[src/rtl/hcts_pkg.sv]
// shared types, constants and byte classification for the hex colour token scanner
package hcts_pkg;

	localparam int unsigned THRESH_W = 26;
	localparam int unsigned POS_W    = 32;
	localparam int unsigned SQ_W     = 16;
	localparam int unsigned WEIGHT_W = 10;

	localparam logic [THRESH_W-1:0] THRESH_RESET = 26'd16256250;

	// brightness weights in thousandths
	localparam logic [WEIGHT_W-1:0] WEIGHT_RED   = 10'd299;
	localparam logic [WEIGHT_W-1:0] WEIGHT_GREEN = 10'd587;
	localparam logic [WEIGHT_W-1:0] WEIGHT_BLUE  = 10'd114;

	localparam logic [7:0] CHAR_HASH = 8'h23;

	localparam logic [1:0] KIND_RGB      = 2'd0;
	localparam logic [1:0] KIND_RGBA     = 2'd1;
	localparam logic [1:0] KIND_RRGGBB   = 2'd2;
	localparam logic [1:0] KIND_RRGGBBAA = 2'd3;

	localparam logic [1:0] COMP_RED   = 2'd0;
	localparam logic [1:0] COMP_GREEN = 2'd1;
	localparam logic [1:0] COMP_BLUE  = 2'd2;

	localparam logic [2:0] LAST_STEP = 3'd5;

	typedef enum logic [1:0] {
		ST_SCAN,
		ST_CALC,
		ST_HOLD
	} hcts_state_t;

	typedef struct packed {
		logic       scan_en;
		logic       clr_acc;
		logic       sq_en;
		logic       acc_en;
		logic [1:0] comp_sel;
		logic       load_out;
	} hcts_cmd_t;

	typedef struct packed {
		logic close_valid;
	} hcts_status_t;

	function automatic logic is_alnum(input logic [7:0] c);
		return (c >= 8'h30 && c <= 8'h39) || (c >= 8'h41 && c <= 8'h5A) ||
			(c >= 8'h61 && c <= 8'h7A);
	endfunction

	// five bits: values 0..15 for hex digits, 16 for anything else
	function automatic logic [4:0] hex_value(input logic [7:0] c);
		logic [4:0] v;
		v = 5'd16;
		if (c >= 8'h30 && c <= 8'h39) begin
			v = 5'(c - 8'h30);
		end else if (c >= 8'h61 && c <= 8'h66) begin
			v = 5'(c - 8'h57);
		end else if (c >= 8'h41 && c <= 8'h46) begin
			v = 5'(c - 8'h37);
		end
		return v;
	endfunction

endpackage

[src/rtl/hcts_ifs.sv]
// valid/ready channel interfaces for text bytes and colour results
interface hcts_text_if;
	logic       valid;
	logic       ready;
	logic [7:0] text_byte;
	logic       stream_end;

	modport source (output valid, output text_byte, output stream_end, input ready);
	modport sink   (input valid, input text_byte, input stream_end, output ready);
endinterface

interface hcts_color_if;
	logic        valid;
	logic        ready;
	logic [1:0]  color_kind;
	logic [7:0]  red;
	logic [7:0]  green;
	logic [7:0]  blue;
	logic        is_bright;
	logic [31:0] token_offset;

	modport source (output valid, output color_kind, output red, output green,
		output blue, output is_bright, output token_offset, input ready);
	modport sink   (input valid, input color_kind, input red, input green,
		input blue, input is_bright, input token_offset, output ready);
endinterface

[src/rtl/hcts_ctrl.sv]
// controller: scan, brightness sequence and output register handshake
module hcts_ctrl
	import hcts_pkg::*;
(
	input  logic         clk,
	input  logic         arst_n,
	input  logic         text_valid,
	output logic         text_ready,
	output logic         out_valid,
	input  logic         out_ready,
	input  hcts_status_t status,
	output hcts_cmd_t    cmd
);

	hcts_state_t state_q, state_d;
	logic [2:0]  step_q, step_d;
	logic        out_valid_q, out_valid_d;
	logic        out_free;

	always_ff @(posedge clk or negedge arst_n) begin
		if (!arst_n) begin
			state_q     <= ST_SCAN;
			step_q      <= '0;
			out_valid_q <= 1'b0;
		end else begin
			state_q     <= state_d;
			step_q      <= step_d;
			out_valid_q <= out_valid_d;
		end
	end

	assign out_free  = !out_valid_q || out_ready;
	assign out_valid = out_valid_q;

	always_comb begin
		state_d      = state_q;
		step_d       = step_q;
		text_ready   = 1'b0;
		cmd          = '0;
		cmd.comp_sel = step_q[2:1];
		case (state_q)
			ST_SCAN: begin
				text_ready  = 1'b1;
				cmd.scan_en = text_valid;
				if (text_valid && status.close_valid) begin
					cmd.clr_acc = 1'b1;
					step_d      = '0;
					state_d     = ST_CALC;
				end
			end
			ST_CALC: begin
				// even steps square a component, odd steps weight and add it
				cmd.sq_en  = !step_q[0];
				cmd.acc_en = step_q[0];
				step_d     = 3'(step_q + 3'd1);
				if (step_q == LAST_STEP) begin
					state_d = ST_HOLD;
				end
			end
			ST_HOLD: begin
				if (out_free) begin
					cmd.load_out = 1'b1;
					state_d      = ST_SCAN;
				end
			end
			default: begin
				state_d = ST_SCAN;
			end
		endcase
	end

	always_comb begin
		out_valid_d = out_valid_q;
		if (out_valid_q && out_ready) begin
			out_valid_d = 1'b0;
		end
		if (cmd.load_out) begin
			out_valid_d = 1'b1;
		end
	end

endmodule

[src/rtl/hcts_datapath.sv]
// datapath: per-byte token state, digit store, brightness multiplier and result register
module hcts_datapath
	import hcts_pkg::*;
(
	input  logic                clk,
	input  logic                arst_n,
	input  logic                cfg_we,
	input  logic [THRESH_W-1:0] cfg_wdata,
	input  logic [7:0]          text_byte,
	input  logic                stream_end,
	input  hcts_cmd_t           cmd,
	output hcts_status_t        status,
	output logic [1:0]          color_kind,
	output logic [7:0]          red,
	output logic [7:0]          green,
	output logic [7:0]          blue,
	output logic                is_bright,
	output logic [POS_W-1:0]    token_offset
);

	logic [THRESH_W-1:0] thresh_q;
	logic                in_token_q, prev_alnum_q, all_hex_q;
	logic [3:0]          run_len_q;
	logic [POS_W-1:0]    pos_q, start_q;
	logic [3:0]          digit_q [8];
	logic [1:0]          kind_q;
	logic [SQ_W-1:0]     sq_q;
	logic [THRESH_W-1:0] acc_q;

	logic                alnum;
	logic [4:0]          hval;
	logic                tok_mid, hex_mid, start_tok, close_ev, len_ok, wr_digit;
	logic [3:0]          len_mid;
	logic [1:0]          kind_mid;
	logic [7:0]          comp_r, comp_g, comp_b, comp;
	logic [WEIGHT_W-1:0] weight;

	assign alnum = is_alnum(text_byte);
	assign hval  = hex_value(text_byte);

	// token state after the byte, before the end-of-stream close
	always_comb begin
		tok_mid  = in_token_q;
		hex_mid  = all_hex_q;
		len_mid  = run_len_q;
		wr_digit = 1'b0;
		close_ev = 1'b0;
		if (in_token_q) begin
			if (alnum) begin
				hex_mid  = all_hex_q && !hval[4];
				wr_digit = !run_len_q[3];
				if (run_len_q != 4'd9) begin
					len_mid = 4'(run_len_q + 4'd1);
				end
			end else begin
				close_ev = 1'b1;
				tok_mid  = 1'b0;
			end
		end
		start_tok = !tok_mid && (text_byte == CHAR_HASH) && !prev_alnum_q;
		if (start_tok) begin
			tok_mid = 1'b1;
			hex_mid = 1'b1;
			len_mid = '0;
		end
		if (stream_end && tok_mid) begin
			close_ev = 1'b1;
		end
	end

	always_comb begin
		len_ok   = 1'b1;
		kind_mid = KIND_RGB;
		case (len_mid)
			4'd3:    kind_mid = KIND_RGB;
			4'd4:    kind_mid = KIND_RGBA;
			4'd6:    kind_mid = KIND_RRGGBB;
			4'd8:    kind_mid = KIND_RRGGBBAA;
			default: len_ok   = 1'b0;
		endcase
	end

	assign status.close_valid = close_ev && hex_mid && len_ok;

	always_ff @(posedge clk or negedge arst_n) begin
		if (!arst_n) begin
			thresh_q     <= THRESH_RESET;
			in_token_q   <= 1'b0;
			prev_alnum_q <= 1'b0;
			all_hex_q    <= 1'b1;
			run_len_q    <= '0;
			pos_q        <= '0;
			start_q      <= '0;
		end else begin
			if (cfg_we) begin
				thresh_q <= cfg_wdata;
			end
			if (cmd.scan_en) begin
				all_hex_q <= hex_mid;
				run_len_q <= len_mid;
				if (start_tok) begin
					start_q <= pos_q;
				end
				if (stream_end) begin
					in_token_q   <= 1'b0;
					prev_alnum_q <= 1'b0;
					pos_q        <= '0;
				end else begin
					// a hash that closes an empty run opens the next token
					in_token_q   <= tok_mid;
					prev_alnum_q <= alnum;
					pos_q        <= pos_q + POS_W'(1);
				end
			end
		end
	end

	always_ff @(posedge clk) begin
		if (cmd.scan_en && wr_digit) begin
			digit_q[run_len_q[2:0]] <= hval[3:0];
		end
		if (cmd.scan_en && status.close_valid) begin
			kind_q <= kind_mid;
		end
	end

	// short forms repeat each digit
	always_comb begin
		if (kind_q[1]) begin
			comp_r = {digit_q[0], digit_q[1]};
			comp_g = {digit_q[2], digit_q[3]};
			comp_b = {digit_q[4], digit_q[5]};
		end else begin
			comp_r = {digit_q[0], digit_q[0]};
			comp_g = {digit_q[1], digit_q[1]};
			comp_b = {digit_q[2], digit_q[2]};
		end
	end

	always_comb begin
		case (cmd.comp_sel)
			COMP_RED: begin
				comp   = comp_r;
				weight = WEIGHT_RED;
			end
			COMP_GREEN: begin
				comp   = comp_g;
				weight = WEIGHT_GREEN;
			end
			COMP_BLUE: begin
				comp   = comp_b;
				weight = WEIGHT_BLUE;
			end
			default: begin
				comp   = '0;
				weight = '0;
			end
		endcase
	end

	always_ff @(posedge clk) begin
		if (cmd.sq_en) begin
			sq_q <= SQ_W'(comp) * SQ_W'(comp);
		end
		if (cmd.clr_acc) begin
			acc_q <= '0;
		end else if (cmd.acc_en) begin
			acc_q <= acc_q + THRESH_W'(sq_q) * THRESH_W'(weight);
		end
		if (cmd.load_out) begin
			color_kind   <= kind_q;
			red          <= comp_r;
			green        <= comp_g;
			blue         <= comp_b;
			is_bright    <= acc_q > thresh_q;
			token_offset <= start_q;
		end
	end

endmodule

[src/rtl/hex_color_token_scanner.sv]
// hex colour token scanner: finds #rgb, #rgba, #rrggbb and #rrggbbaa tokens in a byte stream
//
// text channel: one stream byte a beat, stream_end marks the last byte of a stream.
// color channel: one beat for each valid token, giving kind, red, green, blue,
// the brightness flag and the stream position of the hash.
// cfg_we/cfg_wdata write the brightness threshold (thousandths, 26 bits).
// ordinary text streams at one byte a cycle except after the byte that closes a
// valid token, which is followed by a brightness pass on one shared multiplier
// (square, then weight and add, per component) and a load of the result
// register, which waits while the output register still holds an untaken result:
// the text channel is held off until the result register is loaded.
// the result sits in an output register: scanning goes on while it waits,
// and only a further valid token waits for the receiver to take it.
// reset clears the token state, the byte position and the output valid and
// reloads the threshold with its default.
module hex_color_token_scanner
	import hcts_pkg::*;
(
	input  logic                clk,
	input  logic                arst_n,
	input  logic                cfg_we,
	input  logic [THRESH_W-1:0] cfg_wdata,
	hcts_text_if.sink           text,
	hcts_color_if.source        color
);

	hcts_cmd_t    cmd;
	hcts_status_t status;

	hcts_ctrl u_ctrl (
		.clk        (clk),
		.arst_n     (arst_n),
		.text_valid (text.valid),
		.text_ready (text.ready),
		.out_valid  (color.valid),
		.out_ready  (color.ready),
		.status     (status),
		.cmd        (cmd)
	);

	hcts_datapath u_datapath (
		.clk          (clk),
		.arst_n       (arst_n),
		.cfg_we       (cfg_we),
		.cfg_wdata    (cfg_wdata),
		.text_byte    (text.text_byte),
		.stream_end   (text.stream_end),
		.cmd          (cmd),
		.status       (status),
		.color_kind   (color.color_kind),
		.red          (color.red),
		.green        (color.green),
		.blue         (color.blue),
		.is_bright    (color.is_bright),
		.token_offset (color.token_offset)
	);

endmodule
[src/flat_wrapper.sv]
// flat-port wrapper written by rule: the top's interface ports become plain ports
module hex_color_token_scanner_flat import hcts_pkg::*;
  (clk, arst_n, cfg_we, cfg_wdata, text_valid, text_text_byte, text_stream_end, text_ready, color_valid, color_color_kind, color_red, color_green, color_blue, color_is_bright, color_token_offset, color_ready);
  hcts_text_if text_i ();
  hcts_color_if color_i ();
  input  logic clk;
  input  logic arst_n;
  input  logic cfg_we;
  input  logic [THRESH_W-1:0] cfg_wdata;
  input wire logic [$bits(text_i.valid)-1:0] text_valid;
  input wire logic [$bits(text_i.text_byte)-1:0] text_text_byte;
  input wire logic [$bits(text_i.stream_end)-1:0] text_stream_end;
  output wire logic [$bits(text_i.ready)-1:0] text_ready;
  output wire logic [$bits(color_i.valid)-1:0] color_valid;
  output wire logic [$bits(color_i.color_kind)-1:0] color_color_kind;
  output wire logic [$bits(color_i.red)-1:0] color_red;
  output wire logic [$bits(color_i.green)-1:0] color_green;
  output wire logic [$bits(color_i.blue)-1:0] color_blue;
  output wire logic [$bits(color_i.is_bright)-1:0] color_is_bright;
  output wire logic [$bits(color_i.token_offset)-1:0] color_token_offset;
  input wire logic [$bits(color_i.ready)-1:0] color_ready;
  assign text_i.valid = text_valid;
  assign text_i.text_byte = text_text_byte;
  assign text_i.stream_end = text_stream_end;
  assign text_ready = text_i.ready;
  assign color_valid = color_i.valid;
  assign color_color_kind = color_i.color_kind;
  assign color_red = color_i.red;
  assign color_green = color_i.green;
  assign color_blue = color_i.blue;
  assign color_is_bright = color_i.is_bright;
  assign color_token_offset = color_i.token_offset;
  assign color_i.ready = color_ready;
  hex_color_token_scanner u_core (.clk(clk), .arst_n(arst_n), .cfg_we(cfg_we), .cfg_wdata(cfg_wdata), .text(text_i), .color(color_i));
endmodule
[config.mk]
export PLATFORM = sky130hd
export DESIGN_NAME = hex_color_token_scanner_flat
export DESIGN_NICKNAME = d
export VERILOG_FILES = /design/src/rtl/hcts_pkg.sv /design/src/rtl/hcts_ifs.sv /design/src/rtl/hcts_ctrl.sv /design/src/rtl/hcts_datapath.sv /design/src/rtl/hex_color_token_scanner.sv /design/src/flat_wrapper.sv
export SDC_FILE = /design/constraint.sdc
export NUM_CORES = 1
export LEC_CHECK = 0
export BUFFER_PORTS_ARGS = -buffer_cell sky130_fd_sc_hd__clkbuf_2
export CELL_PAD_IN_SITES_DETAIL_PLACEMENT = 1
export CELL_PAD_IN_SITES_GLOBAL_PLACEMENT = 2
export CORE_MARGIN = 2
export CORE_UTILIZATION = 37
export CTS_BUF_LIST = sky130_fd_sc_hd__clkbuf_16
export DETAILED_ROUTE_END_ITERATION = 8
export PLACE_DENSITY = 0.75
export SLEW_MARGIN = 10
export SYNTH_ARGS = -nofsm -noshare
export SYNTH_HDL_FRONTEND = slang
export SYNTH_SLANG_ARGS = --single-unit
export TNS_END_PERCENT = 20
[constraint.sdc]
create_clock -name clk -period 6.55 [get_ports clk]
set_clock_uncertainty 0.05 [all_clocks]
set_input_delay 0.655 -clock clk [delete_from_list [all_inputs] [get_ports clk]]
set_output_delay 0.655 -clock clk [all_outputs]
set_load 0.01 [all_outputs]
=== Word-level counts from Yosys, hierarchy flattened ===
Memory sizes are Yosys's and may differ from the RTL's.
Index checks and enable logic that the tools add are counted.

* Bits of input ports: 40
* Memories: 1
* Register bits: 206
* Word-level logic and storage cells: 128
* RAM bits: 32
* Output and inout bits: 61

{| class="wikitable"
|+ Memory list
! name !! depth !! bits a word !! read ports !! clocked after Yosys merged registers in !! wr ports !! RTL line !! source
|-
| u_core.u_datapath.digit_q || 8 || 4 || 6 || 0 || 1 || hcts_datapath.sv:25 || <nowiki>logic [3:0] digit_q [8];</nowiki>
|}

* Mux-type cells: 44
* $mul: 2
* $lt $le $gt $ge: 9
* Equal/unequal tests: 14
* Add/subtract/negate cells: 7
* Reductions and logical operators: 32

{| class="wikitable"
|+ Operators with widths
! operator !! count
|-
| adder 32 x 1 -> 32 bit (second input constant) || 1
|-
| <= comparator 8 x 7 -> 1 bit (second input constant) || 4
|-
| two-way mux 32 bit || 1
|-
| one-hot mux 10 bit (3 select lines) || 1
|-
| adder 26 bit || 1
|-
| greater-than comparator 26 bit || 1
|-
| multiplier 16 x 10 -> 26 bit || 1
|-
| one-hot mux 8 bit (3 select lines) || 1
|-
| two-way mux 1 bit || 22
|-
| two-way mux 4 bit || 5
|-
| >= comparator 8 x 7 -> 1 bit (second input constant) || 2
|-
| multiplier 8 x 8 -> 16 bit || 1
|-
| two-way mux 8 bit || 2
|-
| logical AND 1 bit || 15
|-
| two-way mux 5 bit || 3
|-
| subtractor 5 bit (second input constant) || 3
|-
| one-hot mux 2 bit (3 select lines) || 2
|-
| two-way mux 2 bit || 5
|-
| equality test 4 x 3 -> 1 bit (second input constant) || 2
|-
| equality test 8 x 6 -> 1 bit (second input constant) || 1
|-
| >= comparator 8 x 6 -> 1 bit (second input constant) || 1
|-
| <= comparator 8 x 6 -> 1 bit (second input constant) || 1
|-
| zero test 1 bit || 6
|-
| != test 2 bit (second input constant) || 3
|-
| other kinds (16) || 23
|}

=== Logic depth before layout (Yosys ltp) ===
* Word-level depth: 20
* Mapped depth: 27
* Mapped depth without buffers: 24

=== Modules after synthesis ===
Synthesis repeated with hierarchy kept, for this count alone.

* Cells, all modules: 1631
* Area, all modules: 16697.3 um^2

{| class="wikitable"
|+ Modules (own cells, without submodules)
! module !! area an instance (um^2) !! times used !! cells an instance
|-
| hcts_datapath || 16346.9 || 1 || 1597
|-
| hcts_ctrl || 350.3 || 1 || 34
|}

=== Least setup slack after synthesis ===
OpenSTA, ideal clock, no wires.

* Path type: register to register
* Start: register u_core.u_ctrl.step_q[1]
* End: register u_core.u_datapath.acc_q[24]
* Stages on the path, launching flop included: 26
* Data arrival time: 6.171 ns
* Slack: 0.255 ns
* Clock period less this slack: 6.295 ns
* Buffers on the path: 2
* Data required time: 6.426 ns
* Cells stage by stage: dfrtp_1 > clkinv_1 > ha_1 > clkbuf_1 > nor2_1 > nor2_1 > clkbuf_1 > and2_1 > ha_1 > fa_1 > inv_1 > fa_1 > inv_1 > fa_1 > inv_1 > fa_1 > inv_1 > ha_1 > nand3_1 > nor2_1 > o31ai_1 > a21o_1 > a21oi_1 > o41ai_1 > or4b_2 > a31oi_1

* Longest elaborated chain between the ends: 4
* Elaborated cells between the ends (all ways): 6

{| class="wikitable"
|+ Ends and longest elaborated chain
! element !! RTL line !! source
|-
| start: declaration || hcts_ctrl.sv:16 || <nowiki>logic [2:0] step_q, step_d;</nowiki>
|-
| start signal: assignment || hcts_ctrl.sv:27 || <nowiki>step_q <= step_d;</nowiki>
|-
| equality test 2 bit, or another cell as far along || hcts_datapath.sv:141 || <nowiki>case (cmd.comp_sel)</nowiki>
|-
| one-hot mux 10 bit (3 select lines) * || hcts_datapath.sv:141 ||
|-
| multiplier 16 x 10 -> 26 bit * || hcts_datapath.sv:168 || <nowiki>acc_q <= acc_q + THRESH_W'(sq_q) * THRESH_W'(weight);</nowiki>
|-
| adder 26 bit * || hcts_datapath.sv:168 ||
|-
| end signal: assignment || hcts_datapath.sv:168 ||
|-
| end: declaration || hcts_datapath.sv:28 || <nowiki>logic [THRESH_W-1:0] acc_q;</nowiki>
|}

Every way passes the cells marked *; elsewhere a longest branch is shown, timed or not.
A chain may end at the register's enable or synchronous reset.

=== Worst setup path after layout ===
* Start: register u_core.u_ctrl.step_q[2]
* End: register u_core.u_datapath.acc_q[25]

The elaborated chain is that of the path after synthesis.

==> summary.md <==
| Metric | Value |
|---|---|
| CP Cell Sequence | inv_1, ha_2, buf_4, and2_1, fa_1, fa_1, fa_1, fa_1, inv_1, fa_1, inv_1, ha_1, and4_1, and3_1, o2111ai_1, o2111ai_1, a41oi_1, xnor2_1, or3_1, a21oi_1 |
| Avg WL per Cell | roughly 17 microns |
| Clk_lat worst skew | between 500 and 600 ps |
| Status | complete, no violations |
| Most frequent cells in the layout | inv_1 (269), nand2_1 (192), ha_1 (152) |
| Final Hold Viols | 0 |
| CP arrival | roughly 6600 ps |
| Core Rows | between 70 and 80 |
| Largest net degree at the start of global routing | 62 |
| #FFs+latches synth | roughly 230 |
| MaxCap Viol Count | 0 |
| DRT Pass-1 Iters | 5 |
| Initial core utilization | between 30% and 40% |
| Kind of critical path | reg2reg |
| Setup_tns | 0 ps |
| Total track usage | about 17% |
| First-pass GRT wire length | ~66000 microns |
| Worst R2R Setup Slack | around 420 ps |
| Final core utilization | ~42% |
| RSZ-0062 raised after global routing | no |
| Place WS | between 200 and 300 ps |
| Pleak | between 8 and 9 nW |
| Cells after DPL | 2318 |
| Clock slew at reported path FFs | roughly 60 ps |
| Fin crit share | 93.5% |
| Ys flop type | edfxtp_1 |
| Clock buffer depth | 3 |
| Final setup viols | 0 |
| Root buf cell | clkbuf_16 |
| Core ar. | ~44000 sq um |
| Synthesized cell area | around 17000 sq um |
| Top Ports | approximately 100 |
| R2R cell count | 20 |
| FMAX | 163 MHz |
| Global route overflow | 0 |
| CTS buffer count | 26 |
| HPWL Detailed | between 30000 and 40000 microns |
| Post-synthesis average cell area | between 10 and 15 sq um |
| Post-detailed-route count of antenna-violating nets | 0 |
| Yosys cell types | between 70 and 80 |
| PwrDens | between 150 and 200 nW/um^2 |
| CTS tree | done |
| Area delta synth->final | 12.2% |
| Diodes inserted | 0 |
| Non-filler instance count after layout | approximately 2400 |
| IO buf count | 100 |
| Vias in the first global route | 12700 |
| CP top delay family | adder cells |
| DR vias/cell | around 4.9 |
| Synth Warn # | 0 |
| R2R Path Start | u_core.u_ctrl.step_q[2] |
| CP Launch Point | u_core.u_ctrl.step_q[2] |
| CP bufs+invs | 4 |
| Post-synthesis sequential area ratio | 36.9% |
| Layout fillers | 4986 |
| Crit-path slowest cell | fa_1 |
| Most common cell after layout, fill and taps aside | inv_1 |
| DRC viols | 0 |
| Relative max-transition margin | about a fifth |
| Critical path data required time | 6990 ps |
| CTS H-tree lvls | 1 |
| Fraction of registers with async set/reset | between 40% and 50% |
| Crit start category | flop |
| Die Y | ~220 microns |
| Chip width | ~220 microns |
| Final worst path period need | just over 6000 ps |
| CP endpoint kind | flop |
| Initial antenna violation count | 0 |
| Max Slew Vio Count | 0 |
| Capture point of the worst reg-to-reg path | u_core.u_datapath.acc_q[25] |
| Share of layout cells above drive strength 1 | around an eighth |
| GP Congestion | 0.788 |
| First DRT Iteration DRCs | 378 |
| CP most frequent cell | fa_1 |
| Post-synth EDFFs | 100 |
| Vias | roughly 12000 |
| Die Footprint | roughly 47000 sq um |
| Final setup margin | 424 ps |
| Mapped Cells | 1650 |
| WHS | between 40 and 50 ps |
| Clock sink count | 229 |
| Actual slew at the worst max-slew pin | about 1200 ps |
| Peak VDD IR | 0.180 mV |
| Slowest stage delay, CP | 550 ps |
| Drt total wl | 39400 microns |
| Worst Hold Class | in2async |
| Layout Nets | just over 2000 |
| Crit path max fanout | 9 |
## sequential cells by signal, summed over array words and instances (netlist names), 2 cells and up
register and count:
u_core.u_ctrl.state_q 2, u_core.u_ctrl.step_q 3, u_core.u_datapath.acc_q 26, u_core.u_datapath.blue 8, u_core.u_datapath.color_kind 2, u_core.u_datapath.digit_q 24, u_core.u_datapath.green 8, u_core.u_datapath.kind_q 2
u_core.u_datapath.pos_q 32, u_core.u_datapath.red 8, u_core.u_datapath.run_len_q 4, u_core.u_datapath.sq_q 15, u_core.u_datapath.start_q 32, u_core.u_datapath.thresh_q 26, u_core.u_datapath.token_offset 32
## worst max-delay path by stage
stage                                  end  cells after the start
2_1_floorplan  u_core.u_datapath.acc_q[24]                     25
3_3_place_gp   u_core.u_datapath.acc_q[19]                     22
3_5_place_dp   u_core.u_datapath.acc_q[25]                     19
4_1_cts        u_core.u_datapath.acc_q[25]                     19
5_1_grt        u_core.u_datapath.acc_q[25]                     21
6_report       u_core.u_datapath.acc_q[25]                     20
## worst register-to-register path, stage by stage (launching register included)
cell	delay (ps)
dfrtp_1	430
inv_1	130
ha_2	360
buf_4	190
and2_1	170
fa_1	550
fa_1	450
fa_1	530
fa_1	550
inv_1	50
fa_1	530
inv_1	40
ha_1	390
and4_1	290
and3_1	200
o2111ai_1	110
o2111ai_1	230
a41oi_1	280
xnor2_1	110
or3_1	310
a21oi_1	120
## metal layers
layer,GRT usage [%],up-vias,wire [microns]
li1,-,5609,-
met2,31.4,123,19700
met5,0,-,0
met4,3.63,0,762
met3,1.90,45,1050
met1,22.6,5826,17800
## Yosys cell counts (34+ instances only)
cell | number | area [sq um]
a21oi_1 | 56 | 280
and2_1 | 55 | 344
nand2_1 | 192 | 721
xnor2_1 | 34 | 298
o21ai_0 | 62 | 310
ha_1 | 154 | 1930
inv_1 | 262 | 983
clkbuf_1 | 39 | 146
mux2_2 | 39 | 439
nor2b_1 | 37 | 231
edfxtp_1 | 100 | 3000
fa_1 | 126 | 2520
dfrtp_1 | 89 | 2230
nor2_1 | 99 | 372
## area by class of cell
type / instances / area, sq um / area share [%]
inverters: 264 / 991 / 5.32
clock inverters: 22 / 146 / 0.786
flip-flops and latches: 229 / 6120 / 32.9
well taps: 592 / 741 / 3.98
clock buffers: 26 / 651 / 3.49
multi-input cells: 1116 / 9330 / 50.1
repair buffers: 117 / 643 / 3.45
## report_power, final
part | total [mW] | internal (mW) | switching [mW] | leakage, nW
sequential | 1.53 | 1.52 | 0.0142 | 2.51
clock | 1.35 | 0.762 | 0.585 | 0.421
combinational | 0.187 | 0.0739 | 0.113 | 5.96
total | 3.07 | 2.35 | 0.713 | 8.89
## logic make-up after synthesis
| group | count (synthesis) | synth area share, % |
|---|---|---|
| AND/OR/NAND/NOR | 528 | 15.7 |
| buffers and inverters | 309 | 7.09 |
| adder cells (fa/ha/maj) | 280 | 26.8 |
| flip-flops | 229 | 36.9 |
| AO/OA/AOI/OAI | 203 | 7.62 |
| XOR/XNOR | 55 | 2.90 |
| multiplexers | 44 | 2.95 |
| other | 2 | 0.0453 |
## per-stage QoR
stage | area, sq um | total power, mW
finish | 18600 | 3.07
global route | 18600 | 3.20
CTS | 18600 | 3.12
detailed placement | 17800 | 1.75
global placement | 17800 | 1.74
floorplan | 16600 | 1.68
## repair_timing
item | in CTS | in global routing
gates resized for setup | 0 | 3
hold buffers | 0 | 0
setup endpoints to repair | 0 | 1
setup buffers | 0 | 0
endpoints found under the hold margin | 0 | 0
Power figures use the tool's default switching activity.
